$ cat src/rtl/hsl_hsv_to_rgb_top_defines.svh
// Assertion macros shared by the color converter RTL.
`ifndef HSL_HSV_TO_RGB_TOP_DEFINES_SVH
`define HSL_HSV_TO_RGB_TOP_DEFINES_SVH

// Check that cons holds in the same cycle as ante.
`define HSL_ASSERT_IMP(name, clk, rst_n, ante, cons) \
  name: assert property (@(posedge clk) disable iff (!rst_n) (ante) |-> (cons)) \
    else $error("hsl_hsv_to_rgb: same-cycle check failed");

// Check that cons holds after ante, delayed by the dly argument.
`define HSL_ASSERT_DLY(name, clk, rst_n, ante, dly, cons) \
  name: assert property (@(posedge clk) disable iff (!rst_n) (ante) |-> ##dly (cons)) \
    else $error("hsl_hsv_to_rgb: delayed check failed");

`endif

$ cat src/rtl/hsl_pkg.sv
// Shared types and constants for the HSL/HSV to RGB converter.
`timescale 1ns / 1ps

package hsl_pkg;

  localparam int HUE_W    = 9;
  localparam int CH_W     = 8;
  localparam int W_W      = 6;
  localparam int CN_W     = 16;
  localparam int XW_W     = 22;
  localparam int T_W      = 17;
  localparam int NUM_W    = 23;
  localparam int Q_W      = 9;

  localparam int HUE_FULL   = 360;
  localparam int SECTOR_DEG = 60;
  localparam int LW_SCALE   = 510;
  localparam int C_SCALE    = 120;
  localparam int M_SCALE    = 60;

  localparam logic [CH_W-1:0] CH_MAX = 8'd255;

  // floor(n / 30600) == (n * RECIP) >> RECIP_SHIFT for n < 2**NUM_W
  localparam int RECIP_W     = 24;
  localparam int RECIP_SHIFT = 38;
  localparam int PROD_W      = NUM_W + RECIP_W;
  localparam logic [RECIP_W-1:0] RECIP = 24'd8982939;

  localparam int LATENCY = 5;

  typedef enum logic {
    MODE_HSL = 1'b0,
    MODE_HSV = 1'b1
  } color_mode_t;

  typedef enum logic [2:0] {
    SEC_RED_YEL = 3'd0,
    SEC_YEL_GRN = 3'd1,
    SEC_GRN_CYN = 3'd2,
    SEC_CYN_BLU = 3'd3,
    SEC_BLU_MAG = 3'd4,
    SEC_MAG_RED = 3'd5
  } sector_t;

endpackage

$ cat src/rtl/hsl_div.sv
// Registered divide of a channel numerator by 30600 with saturation to 8 bits.
`timescale 1ns / 1ps

module hsl_div (
  input  logic                     clk,
  input  logic [hsl_pkg::NUM_W-1:0] num,
  output logic [hsl_pkg::CH_W-1:0]  quo
);
  import hsl_pkg::*;

  logic [PROD_W-1:0] prod;
  logic [Q_W-1:0]    q;
  logic [CH_W-1:0]   quo_nxt;
  logic [CH_W-1:0]   quo_r;

  always_comb begin
    prod    = PROD_W'(num) * PROD_W'(RECIP);
    q       = prod[RECIP_SHIFT +: Q_W];
    quo_nxt = (q > Q_W'(CH_MAX)) ? CH_MAX : q[CH_W-1:0];
  end

  always_ff @(posedge clk) begin
    quo_r <= quo_nxt;
  end

  assign quo = quo_r;

endmodule

$ cat src/rtl/hsl_hsv_to_rgb_top.sv
// Top level of the pipelined HSL/HSV to RGB pixel converter.
//
//   channel   signals                                    handshake
//   request   start, busy, in_hue/saturation/lightness   start && !busy
//   result    out_strobe, out_red/green/blue             out_strobe, one cycle
//   config    cfg_wr_en, cfg_wr_data                     cfg_wr_en
//
// One pixel per clock; busy is always low.
// The result is registered through the stages wrap/sector, chroma multiply,
// hue-weight multiply, offset/sector select and reciprocal divide, in that order.
// Synchronous active-low reset clears the stage valid bits and the mode.
// The receiver cannot stall, so no stage ever holds.
`timescale 1ns / 1ps
`include "hsl_hsv_to_rgb_top_defines.svh"

module hsl_hsv_to_rgb_top (
  input  logic                      clk,
  input  logic                      rst_n,
  input  logic                      start,
  output logic                      busy,
  input  logic [hsl_pkg::HUE_W-1:0] in_hue,
  input  logic [hsl_pkg::CH_W-1:0]  in_saturation,
  input  logic [hsl_pkg::CH_W-1:0]  in_lightness,
  output logic                      out_strobe,
  output logic [hsl_pkg::CH_W-1:0]  out_red,
  output logic [hsl_pkg::CH_W-1:0]  out_green,
  output logic [hsl_pkg::CH_W-1:0]  out_blue,
  input  logic                      cfg_wr_en,
  input  logic                      cfg_wr_data
);
  import hsl_pkg::*;

  color_mode_t color_mode_r;

  // stage 1 inputs
  logic              v1_nxt;
  logic [HUE_W-1:0]  hue_wrap;
  logic [HUE_W-1:0]  w_full;
  sector_t           sec1_nxt;
  logic [W_W-1:0]    w1_nxt;
  logic [HUE_W-1:0]  twol;
  logic [HUE_W-1:0]  l_fold;
  logic [CH_W-1:0]   a1_nxt;

  logic              v1_r, v2_r, v3_r, v4_r, v5_r;
  sector_t           sec1_r, sec2_r, sec3_r;
  logic [W_W-1:0]    w1_r, w2_r;
  logic [CH_W-1:0]   a1_r, s1_r, l1_r, l2_r;
  color_mode_t       mode1_r, mode2_r;

  logic [CN_W-1:0]   cn2_nxt, cn2_r, cn3_r;
  logic [XW_W-1:0]   xw3_nxt, xw3_r;
  logic [T_W:0]      lw3, kcn3, diff3;
  logic [T_W-1:0]    t3_nxt, t3_r;

  logic [NUM_W-1:0]  c4, x4, m4;
  logic [NUM_W-1:0]  pr4, pg4, pb4;
  logic [NUM_W-1:0]  numr_nxt, numg_nxt, numb_nxt;
  logic [NUM_W-1:0]  numr_r, numg_r, numb_r;

  logic              gray_req, black_req, rgb_equal, rgb_zero;

  assign busy   = 1'b0;
  assign v1_nxt = start && !busy;

  always_ff @(posedge clk) begin
    if (!rst_n) begin
      color_mode_r <= MODE_HSL;
    end else if (cfg_wr_en) begin
      color_mode_r <= color_mode_t'(cfg_wr_data);
    end
  end

  // wrap hue, find sector and hue weight, fold lightness for HSL chroma
  always_comb begin
    hue_wrap = (in_hue >= HUE_W'(HUE_FULL)) ? in_hue - HUE_W'(HUE_FULL) : in_hue;
    if (hue_wrap < HUE_W'(SECTOR_DEG)) begin
      sec1_nxt = SEC_RED_YEL;
      w_full   = hue_wrap;
    end else if (hue_wrap < HUE_W'(2 * SECTOR_DEG)) begin
      sec1_nxt = SEC_YEL_GRN;
      w_full   = HUE_W'(2 * SECTOR_DEG) - hue_wrap;
    end else if (hue_wrap < HUE_W'(3 * SECTOR_DEG)) begin
      sec1_nxt = SEC_GRN_CYN;
      w_full   = hue_wrap - HUE_W'(2 * SECTOR_DEG);
    end else if (hue_wrap < HUE_W'(4 * SECTOR_DEG)) begin
      sec1_nxt = SEC_CYN_BLU;
      w_full   = HUE_W'(4 * SECTOR_DEG) - hue_wrap;
    end else if (hue_wrap < HUE_W'(5 * SECTOR_DEG)) begin
      sec1_nxt = SEC_BLU_MAG;
      w_full   = hue_wrap - HUE_W'(4 * SECTOR_DEG);
    end else begin
      sec1_nxt = SEC_MAG_RED;
      w_full   = HUE_W'(6 * SECTOR_DEG) - hue_wrap;
    end
    w1_nxt = w_full[W_W-1:0];

    twol   = {in_lightness, 1'b0};
    l_fold = (twol >= HUE_W'(CH_MAX)) ? twol - HUE_W'(CH_MAX) : HUE_W'(CH_MAX) - twol;
    a1_nxt = (color_mode_r == MODE_HSV) ? in_lightness : CH_MAX - l_fold[CH_W-1:0];
  end

  always_comb begin
    cn2_nxt = CN_W'(a1_r) * CN_W'(s1_r);
  end

  always_comb begin
    xw3_nxt = XW_W'(cn2_r) * XW_W'(w2_r);
    lw3     = (T_W+1)'(l2_r) * (T_W+1)'(LW_SCALE);
    kcn3    = (mode2_r == MODE_HSV) ? (T_W+1)'({cn2_r, 1'b0}) : (T_W+1)'(cn2_r);
    diff3   = lw3 - kcn3;
    t3_nxt  = diff3[T_W-1:0];
  end

  // scale to the common denominator, route C and X by sector and add the M offset
  always_comb begin
    c4 = NUM_W'(cn3_r) * NUM_W'(C_SCALE);
    x4 = {xw3_r, 1'b0};
    m4 = NUM_W'(t3_r) * NUM_W'(M_SCALE);
    unique case (sec3_r)
      SEC_RED_YEL: begin
        pr4 = c4;  pg4 = x4;  pb4 = '0;
      end
      SEC_YEL_GRN: begin
        pr4 = x4;  pg4 = c4;  pb4 = '0;
      end
      SEC_GRN_CYN: begin
        pr4 = '0;  pg4 = c4;  pb4 = x4;
      end
      SEC_CYN_BLU: begin
        pr4 = '0;  pg4 = x4;  pb4 = c4;
      end
      SEC_BLU_MAG: begin
        pr4 = x4;  pg4 = '0;  pb4 = c4;
      end
      default: begin
        pr4 = c4;  pg4 = '0;  pb4 = x4;
      end
    endcase
    numr_nxt = pr4 + m4;
    numg_nxt = pg4 + m4;
    numb_nxt = pb4 + m4;
  end

  always_ff @(posedge clk) begin
    if (!rst_n) begin
      v1_r <= 1'b0;
      v2_r <= 1'b0;
      v3_r <= 1'b0;
      v4_r <= 1'b0;
      v5_r <= 1'b0;
    end else begin
      v1_r <= v1_nxt;
      v2_r <= v1_r;
      v3_r <= v2_r;
      v4_r <= v3_r;
      v5_r <= v4_r;
    end
  end

  // advance payload every cycle
  always_ff @(posedge clk) begin
    sec1_r  <= sec1_nxt;
    w1_r    <= w1_nxt;
    a1_r    <= a1_nxt;
    s1_r    <= in_saturation;
    l1_r    <= in_lightness;
    mode1_r <= color_mode_r;

    sec2_r  <= sec1_r;
    w2_r    <= w1_r;
    l2_r    <= l1_r;
    mode2_r <= mode1_r;
    cn2_r   <= cn2_nxt;

    sec3_r  <= sec2_r;
    cn3_r   <= cn2_r;
    xw3_r   <= xw3_nxt;
    t3_r    <= t3_nxt;

    numr_r  <= numr_nxt;
    numg_r  <= numg_nxt;
    numb_r  <= numb_nxt;
  end

  hsl_div u_div_red (
    .clk (clk),
    .num (numr_r),
    .quo (out_red)
  );

  hsl_div u_div_green (
    .clk (clk),
    .num (numg_r),
    .quo (out_green)
  );

  hsl_div u_div_blue (
    .clk (clk),
    .num (numb_r),
    .quo (out_blue)
  );

  assign out_strobe = v5_r;

  assign gray_req  = start && !busy && in_saturation == '0;
  assign black_req = start && !busy && color_mode_r == MODE_HSV && in_lightness == '0;
  assign rgb_equal = out_red == out_green && out_green == out_blue;
  assign rgb_zero  = out_red == '0 && out_green == '0 && out_blue == '0;

  `HSL_ASSERT_DLY(a_latency, clk, rst_n, start && !busy, LATENCY, out_strobe)
  `HSL_ASSERT_IMP(a_no_ghost, clk, rst_n, out_strobe, $past(start && !busy, LATENCY))
  `HSL_ASSERT_DLY(a_gray, clk, rst_n, gray_req, LATENCY, rgb_equal)
  `HSL_ASSERT_DLY(a_hsv_black, clk, rst_n, black_req, LATENCY, rgb_zero)

endmodule

$ cat config.mk
export PLATFORM = sky130hd
export DESIGN_NAME = hsl_hsv_to_rgb_top
export DESIGN_NICKNAME = d
export VERILOG_FILES = /design/src/rtl/hsl_pkg.sv /design/src/rtl/hsl_div.sv /design/src/rtl/hsl_hsv_to_rgb_top.sv
export VERILOG_INCLUDE_DIRS = /design/src /design/src/rtl
export SDC_FILE = /design/constraint.sdc
export NUM_CORES = 2
export LEC_CHECK = 0
export BUFFER_PORTS_ARGS = -buffer_cell sky130_fd_sc_hd__clkbuf_2
export CAP_MARGIN = 40
export CORE_MARGIN = 5
export CORE_UTILIZATION = 57
export CTS_BUF_LIST = sky130_fd_sc_hd__clkbuf_2 sky130_fd_sc_hd__clkbuf_4 sky130_fd_sc_hd__clkbuf_8
export DETAILED_ROUTE_END_ITERATION = 10
export GPL_TIMING_DRIVEN = 1
export PLACE_DENSITY_LB_ADDON = 0.3
export SLEW_MARGIN = 40
export SYNTH_ARGS = -nofsm -noshare
export SYNTH_HDL_FRONTEND = slang
export SYNTH_SLANG_ARGS = --single-unit
$ cat constraint.sdc
create_clock -name clk -period 17.2 [get_ports clk]
set_input_delay 3.44 -clock clk [delete_from_list [all_inputs] [get_ports clk]]
set_output_delay 3.44 -clock clk [all_outputs]
set_load 0.005 [all_outputs]
### Word level (Yosys, flattened, before mapping)

Index checks and enable logic that the tools add are counted.
W data, S select, Z words.

* reductions and logical operators: 9
* shift-type cells: 0
* order comparisons: 10
* multiply operators: 8
* mux-type cells: 16
* div/mod/pow operators: 0
* eq/ne operators: 4
* bitwise operators: 0
* $add $sub $neg: 13

Operators by type and width (count)
* $mul A23 B24 Y47 const B: 3
* $pmux W23 S2: 3
* $add A23 B23 Y23: 3
* $mux W6: 5
* $gt A9 B8 Y1 const B: 3
* $mul A16 B6 Y22: 1
* $mul A17 B4 Y21 const B: 1
* $mul A16 B4 Y20 const B: 1
* $lt A9 B8 Y1 const B: 2
* $sub A6 B6 Y6 const A: 3
* $mux W17: 1
* $sub A17 B17 Y17: 1
* $mul A8 B8 Y16: 1
* $mul A8 B8 Y16 const B: 1
* $mux W8: 2
* $sub A8 B8 Y8 const A: 2
* $reduce_or A2 Y1: 7
* $sub A6 B6 Y6 const B: 2
* $ge A9 B8 Y1 const B: 1
* $ge A9 B9 Y1 const B: 1
* $lt A9 B6 Y1 const B: 1
* $lt A9 B7 Y1 const B: 1
* $lt A9 B9 Y1 const B: 1
* $mux W9: 1
* other kinds (9): 12

* register bits: 225
* memory bits (writable): 0
* memories: 0
* memory bits (read-only): 0
* latch bits: 0
* input bits: 30

### Longest topological paths before layout

* word-level depth: 8
* gate-level depth with buffers: 23
* mapped depth without buffers: 23

### Hierarchy

Synthesis repeated with hierarchy kept, for this count alone.

* cell total of the unflattened synthesis: 4470
* area, all modules: 42111.6 µm²

By module, submodules not included
* hsl_hsv_to_rgb_top: area an instance 18291.3 µm², instances 1, cells each 1966
* hsl_div at u_div_blue ...: area an instance 8171.6 µm², instances 2, cells each 876
* hsl_div at u_div_red: area an instance 7477.2 µm², instances 1, cells each 752

### Worst setup path after synthesis

Ideal clock, no wire load.

* kind: input-to-reg
* start point: input port in_hue[3] (netlist name)
* end point: register w1_r[1]
* library setup time: 0.121 ns
* slack: 10.999 ns
* stages on the path: 15
* path buffers: 0
* arrival time: 6.080 ns
* cell sequence: inv_1 ha_1 nand3b_1 o211ai_2 nand2_1 xnor2_1 inv_1 ha_1 inv_1 nand2_1 a221oi_1 nor2b_1 a21bo_2 a21o_1 mux2_2

* word-level cells in the longest chain between the ends: 8
* elaborated cells on any way between the ends: 18
* classes of those cells: 6 x add/sub; 6 x order compare; 6 x mux

RTL lines
* from (decl): line hsl_hsv_to_rgb_top.sv:21 `input logic [hsl_pkg::HUE_W-1:0] in_hue,`
* $sub A9 B9 Y9 / $ge A9 B9 Y1 (equally long branches): line hsl_hsv_to_rgb_top.sv:76 `hue_wrap = (in_hue >= HUE_W'(HUE_FULL)) ? in_hue - HUE_W'(HUE_FULL) : in_hue;`
* $mux W9 (*): line hsl_hsv_to_rgb_top.sv:76
* $lt A9 B9 Y1 (tied with other cells): line hsl_hsv_to_rgb_top.sv:89 `end else if (hue_wrap < HUE_W'(5 * SECTOR_DEG)) begin`
* $mux W6: line hsl_hsv_to_rgb_top.sv:89
* $mux W6: line hsl_hsv_to_rgb_top.sv:86 `end else if (hue_wrap < HUE_W'(4 * SECTOR_DEG)) begin`
* $mux W6: line hsl_hsv_to_rgb_top.sv:83 `end else if (hue_wrap < HUE_W'(3 * SECTOR_DEG)) begin`
* $mux W6: line hsl_hsv_to_rgb_top.sv:80 `end else if (hue_wrap < HUE_W'(2 * SECTOR_DEG)) begin`
* $mux W6 (*): line hsl_hsv_to_rgb_top.sv:77 `if (hue_wrap < HUE_W'(SECTOR_DEG)) begin`
* via w_full[1]: line hsl_hsv_to_rgb_top.sv:38 `logic [HUE_W-1:0] w_full;`
* to (signal assigned): line hsl_hsv_to_rgb_top.sv:164 `w1_r <= w1_nxt;`
* to (decl): line hsl_hsv_to_rgb_top.sv:47 `logic [W_W-1:0] w1_r, w2_r;`

The timed path passes the listed nets; every way through them passes the cells marked *.
A chain may end at the register's enable or synchronous reset.

### Worst setup path after layout

* start point: register numr_r[5]
* end point: register u_div_red.quo_r[4], in the netlist u_div_red.quo[4]

* word-level cells in the longest chain between the ends: 2

RTL lines
* from (decl): line hsl_hsv_to_rgb_top.sv:59 `logic [NUM_W-1:0] numr_r, numg_r, numb_r;`
* from (signal assigned): line hsl_hsv_to_rgb_top.sv:181 `numr_r <= numr_nxt;`
* $mul A23 B24 Y47 (*): line hsl_div.sv:17 `prod = PROD_W'(num) * PROD_W'(RECIP);`
* $gt A9 B8 Y1: line hsl_div.sv:19 `quo_nxt = (q > Q_W'(CH_MAX)) ? CH_MAX : q[CH_W-1:0];`
* to (signal assigned): line hsl_div.sv:23 `quo_r <= quo_nxt;`
* to (decl): line hsl_div.sv:14 `logic [CH_W-1:0] quo_r;`

Every way passes the cells marked *; elsewhere a longest branch is shown, timed or not.

==> impl_metrics.csv <==
group,metric,value,unit
synth,synthMuxAreaShare,0.603,%
synth,synth-compound-area-share,10.2,%
routing,vias_per_cell,5.38,
synth,synth_top_family_by_area,"adder cells",
synth,seq_area_frac_synth,11.0,%
grt,antenna_found_initial,1,
clock_network,htree_num_levels,2,
critical_path,start_kind,"flip-flop",
synth,synthArstFlopShare,0,%
run,cap_violations,0,
synth,post_synth_num_cell_types,84,
clock_network,cts_buffers,42,
die,start_util,57.4,%
routing,via_count,27990,
critical_path,required,17670,ps
synth,synth_top_area_share,28.9,%
clock_network,cts.repair.resized,0,
timing,rsz0062_at_grt,"no",
synth,synth_fp_nets,5687,
routing,finalWirelength,86.0,mm
die,die_area,76000,µm²
synth,yosys.area_share.adder,57.1,%
run_status,outcome,"completed",
grt,grt_pass1_vias,29425,
grt,gr-total-overflow,0,
synth,synth_area_leader_cell,"fa_1",
clock_network,clk_pin_slew,50,ps
synth,syn_inst,4169,
clock_network,postCtsSetupBuffers,0,
die,io_pins,56,
layout,fillerInstances,5938,
hold_path,whs_endpoint,"w2_r[3]",
timing,fmax,149,MHz
synth,synth_edf_count,0,
die,die_h,276,µm
routing,ant_nets,0,
layout,drive_gt1_share,4.20,%
critical_path,rr_worst_depth,21,
routing,dr.pass1.iters,8,
critical_path,path_class,"reg2reg",
routing,wl_per_cell,16.6,µm
timing,skew,48.6,ps
critical_path,crit_buf_inv,4,
timing,tightest_slew,911,ps
synth,yosys.area_share.xor_xnor,3.55,%
timing,setup_viol,0,
clock_network,insertion_delay,610,ps
hold_path,min_path_cells,0,
clock_network,clk_path_buf_depth,3,
critical_path,cp.arrival,7170,ps
synth,yosysWarnings,0,
die,core,70000,µm²
critical_path,cp_max_fo,8,
synth,synth_area,40200,µm²
critical_path,cp-end-kind,"flip-flop",
grt,grt_pass1_wl,145,mm
grt,grt_usage,23.4,%
hold_path,min_from,"w1_r[3]",
routing,drc,0,
critical_path,crit_family,"adder cells",
critical_path,critical-path-max-stage-delay,720,ps
die,fp-row-count,97,
grt,use_met2,39.3,%
critical_path,crit_slowest_cell,"dfxtp_1",
timing,post-route-period-util,38.9,%
clock_network,cts_tree,"yes",
layout,syn_to_final_growth,5.71,%
die,die_w,276,µm
synth,synthSimpleGateAreaFrac,8.34,%
timing,slew_viol_final,0,
timing,fin_crit,6700,ps
synth,yosys-top-cells-count,"inv_1 (928), ha_1 (908), fa_1 (580), nand2_1 (236), dfxtp_1 (222)",
hold_path,min_path_type,"reg2reg",
timing,finalHoldViolCount,0,
synth,postSynthAreaPerCell,9.65,µm²
grt,top_usage_layer,"met2",
synth,ys_seq_elements,222,
clock_network,clock-sinks,222,
synth,synth_area_leaders,"fa_1 (29%), ha_1 (28%), dfxtp_1 (11%), inv_1 (8.7%), xnor2_1 (2.7%)",
critical_path,timing.rr.start,"numr_r[5]",
critical_path,crit_path_frequent_cell,"fa_1",
timing,tns,0,ps
place,dp_hpwl,74.6,mm
grt,globalRouteMet1Util,31.8,%
synth,synth-main-ff-cell,"dfxtp_1",
synth,synth_most_common_cell,"inv_1",
timing,maxSlewHeadroom,37.7,%
critical_path,reg2reg_to,"u_div_red.quo[4]",
clock_network,cts_root_buf,"clkbuf_8",
critical_path,r2r_slack,10500,ps
routing,drt_first_iter_violations,1422,
layout,final_nets,5744,
clock_network,ctsHoldBuffers,0,
place,gp_congestion,0.977,
grt,grt_start_max_net_pins,26,
grt,use_met3,2.82,%
critical_path,path_cells,"ha_1 > inv_1 > fa_1 > inv_1 > fa_1 > fa_1 > inv_1 > fa_1 > inv_1 > fa_1 > ha_1 > ha_1 > nand3_1 > nor3_1 > o211ai_1 > o2111ai_1 > nand4_1 > o31ai_2 > a2111oi_1 > a31oi_1 > nand2_1",
place,io_buffers,54,
## cells in the final DEF, fill, tap and decap left out, types with 7 or more instances in the layout
master | Yosys | layout
a211o_1 | 9 | 9
a21boi_0 | 9 | 9
inv_1 | 928 | 928
and3_1 | 19 | 19
or2_2 | 15 | 15
a21o_1 | 75 | 75
or3_1 | 16 | 16
a22o_1 | 38 | 38
nand3_1 | 37 | 37
o21a_1 | 31 | 31
o2111ai_1 | 7 | 7
nor3_1 | 47 | 47
o31a_1 | 9 | 9
o31ai_1 | 9 | 9
nand2_1 | 236 | 236
a211oi_1 | 14 | 14
o21bai_1 | 18 | 18
mux2i_1 | 22 | 22
dfxtp_1 | 222 | 221
nand4_1 | 18 | 18
clkbuf_4 | 0 | 9
nor2b_1 | 33 | 33
a21oi_1 | 158 | 158
xor2_1 | 38 | 38
and2_1 | 76 | 76
a31oi_1 | 26 | 26
nand2b_1 | 28 | 28
ha_1 | 908 | 908
xnor2_1 | 125 | 124
nor2_1 | 133 | 132
a31o_2 | 7 | 7
o211ai_1 | 14 | 14
nand3b_1 | 11 | 11
clkbuf_8 | 0 | 49
fa_1 | 580 | 580
clkbuf_2 | 1 | 54
o21ai_0 | 99 | 99
## metal layers
layer | wire (µm) | share of wire (%)
met1 | 39100 | 45
met2 | 40400 | 47
met3 | 3490 | 4.1
met4 | 3090 | 3.6
met5 | 0 | 0
## how the worst max path moves through the flow
| stage | from | slack (ps) | cells after the start | end |
|---|---|---|---|---|
| after floorplan | in_hue[3] | 11000 | 15 | w1_r[1] |
| after global routing | numr_r[5] | 10130 | 21 | u_div_red.quo[0] |
| after global placement | in_hue[3] | 10460 | 16 | w1_r[1] |
| after detailed placement | in_hue[3] | 10400 | 16 | w1_r[1] |
| final | numr_r[5] | 10500 | 21 | u_div_red.quo[4] |
| after CTS | numr_r[7] | 10500 | 20 | u_div_red.quo[4] |
## cells by family after synthesis
family | count (synthesis)
other | 1
multiplexers | 24
XOR/XNOR | 163
adder cells (fa/ha/maj) | 1488
AND/OR/NAND/NOR | 693
flip-flops | 222
buffers and inverters | 974
AO/OA/AOI/OAI | 604
## final cells by class
cell class | count | area, µm² | area share (%)
flip-flops and latches | 222 | 4450 | 10.5
multi-input cells | 2973 | 32100 | 75.5
well taps | 940 | 1180 | 2.77
diodes | 1 | 2.50 | 0.00589
inverters | 928 | 3480 | 8.19
clock buffers | 58 | 742 | 1.75
repair buffers | 59 | 308 | 0.724
clock inverters | 17 | 239 | 0.562
## state kept, by name (all words and copies together) (netlist names), 16 cells and up
signal	cells
numr_r	22
numg_r	22
cn2_r	16
xw3_r	22
cn3_r	16
t3_r	17
numb_r	22
## stage by stage
step                      instances  worst slack (ps)  instance area, µm²  hold WS, ps  util, %
after floorplan                4169             11000               40200          310        -
after global placement         5122             10460               41500          310     59.3
after detailed placement       5122             10400               41500          312     59.3
after CTS                      5197             10500               42500          324     60.7
after global routing           5198             10130               42500          330     60.7
final                          5198             10500               42500          324     60.7
Power is left out: the tool's default activity adds up to more than one toggle a clock period on the data nets, which glitch-free logic cannot reach.
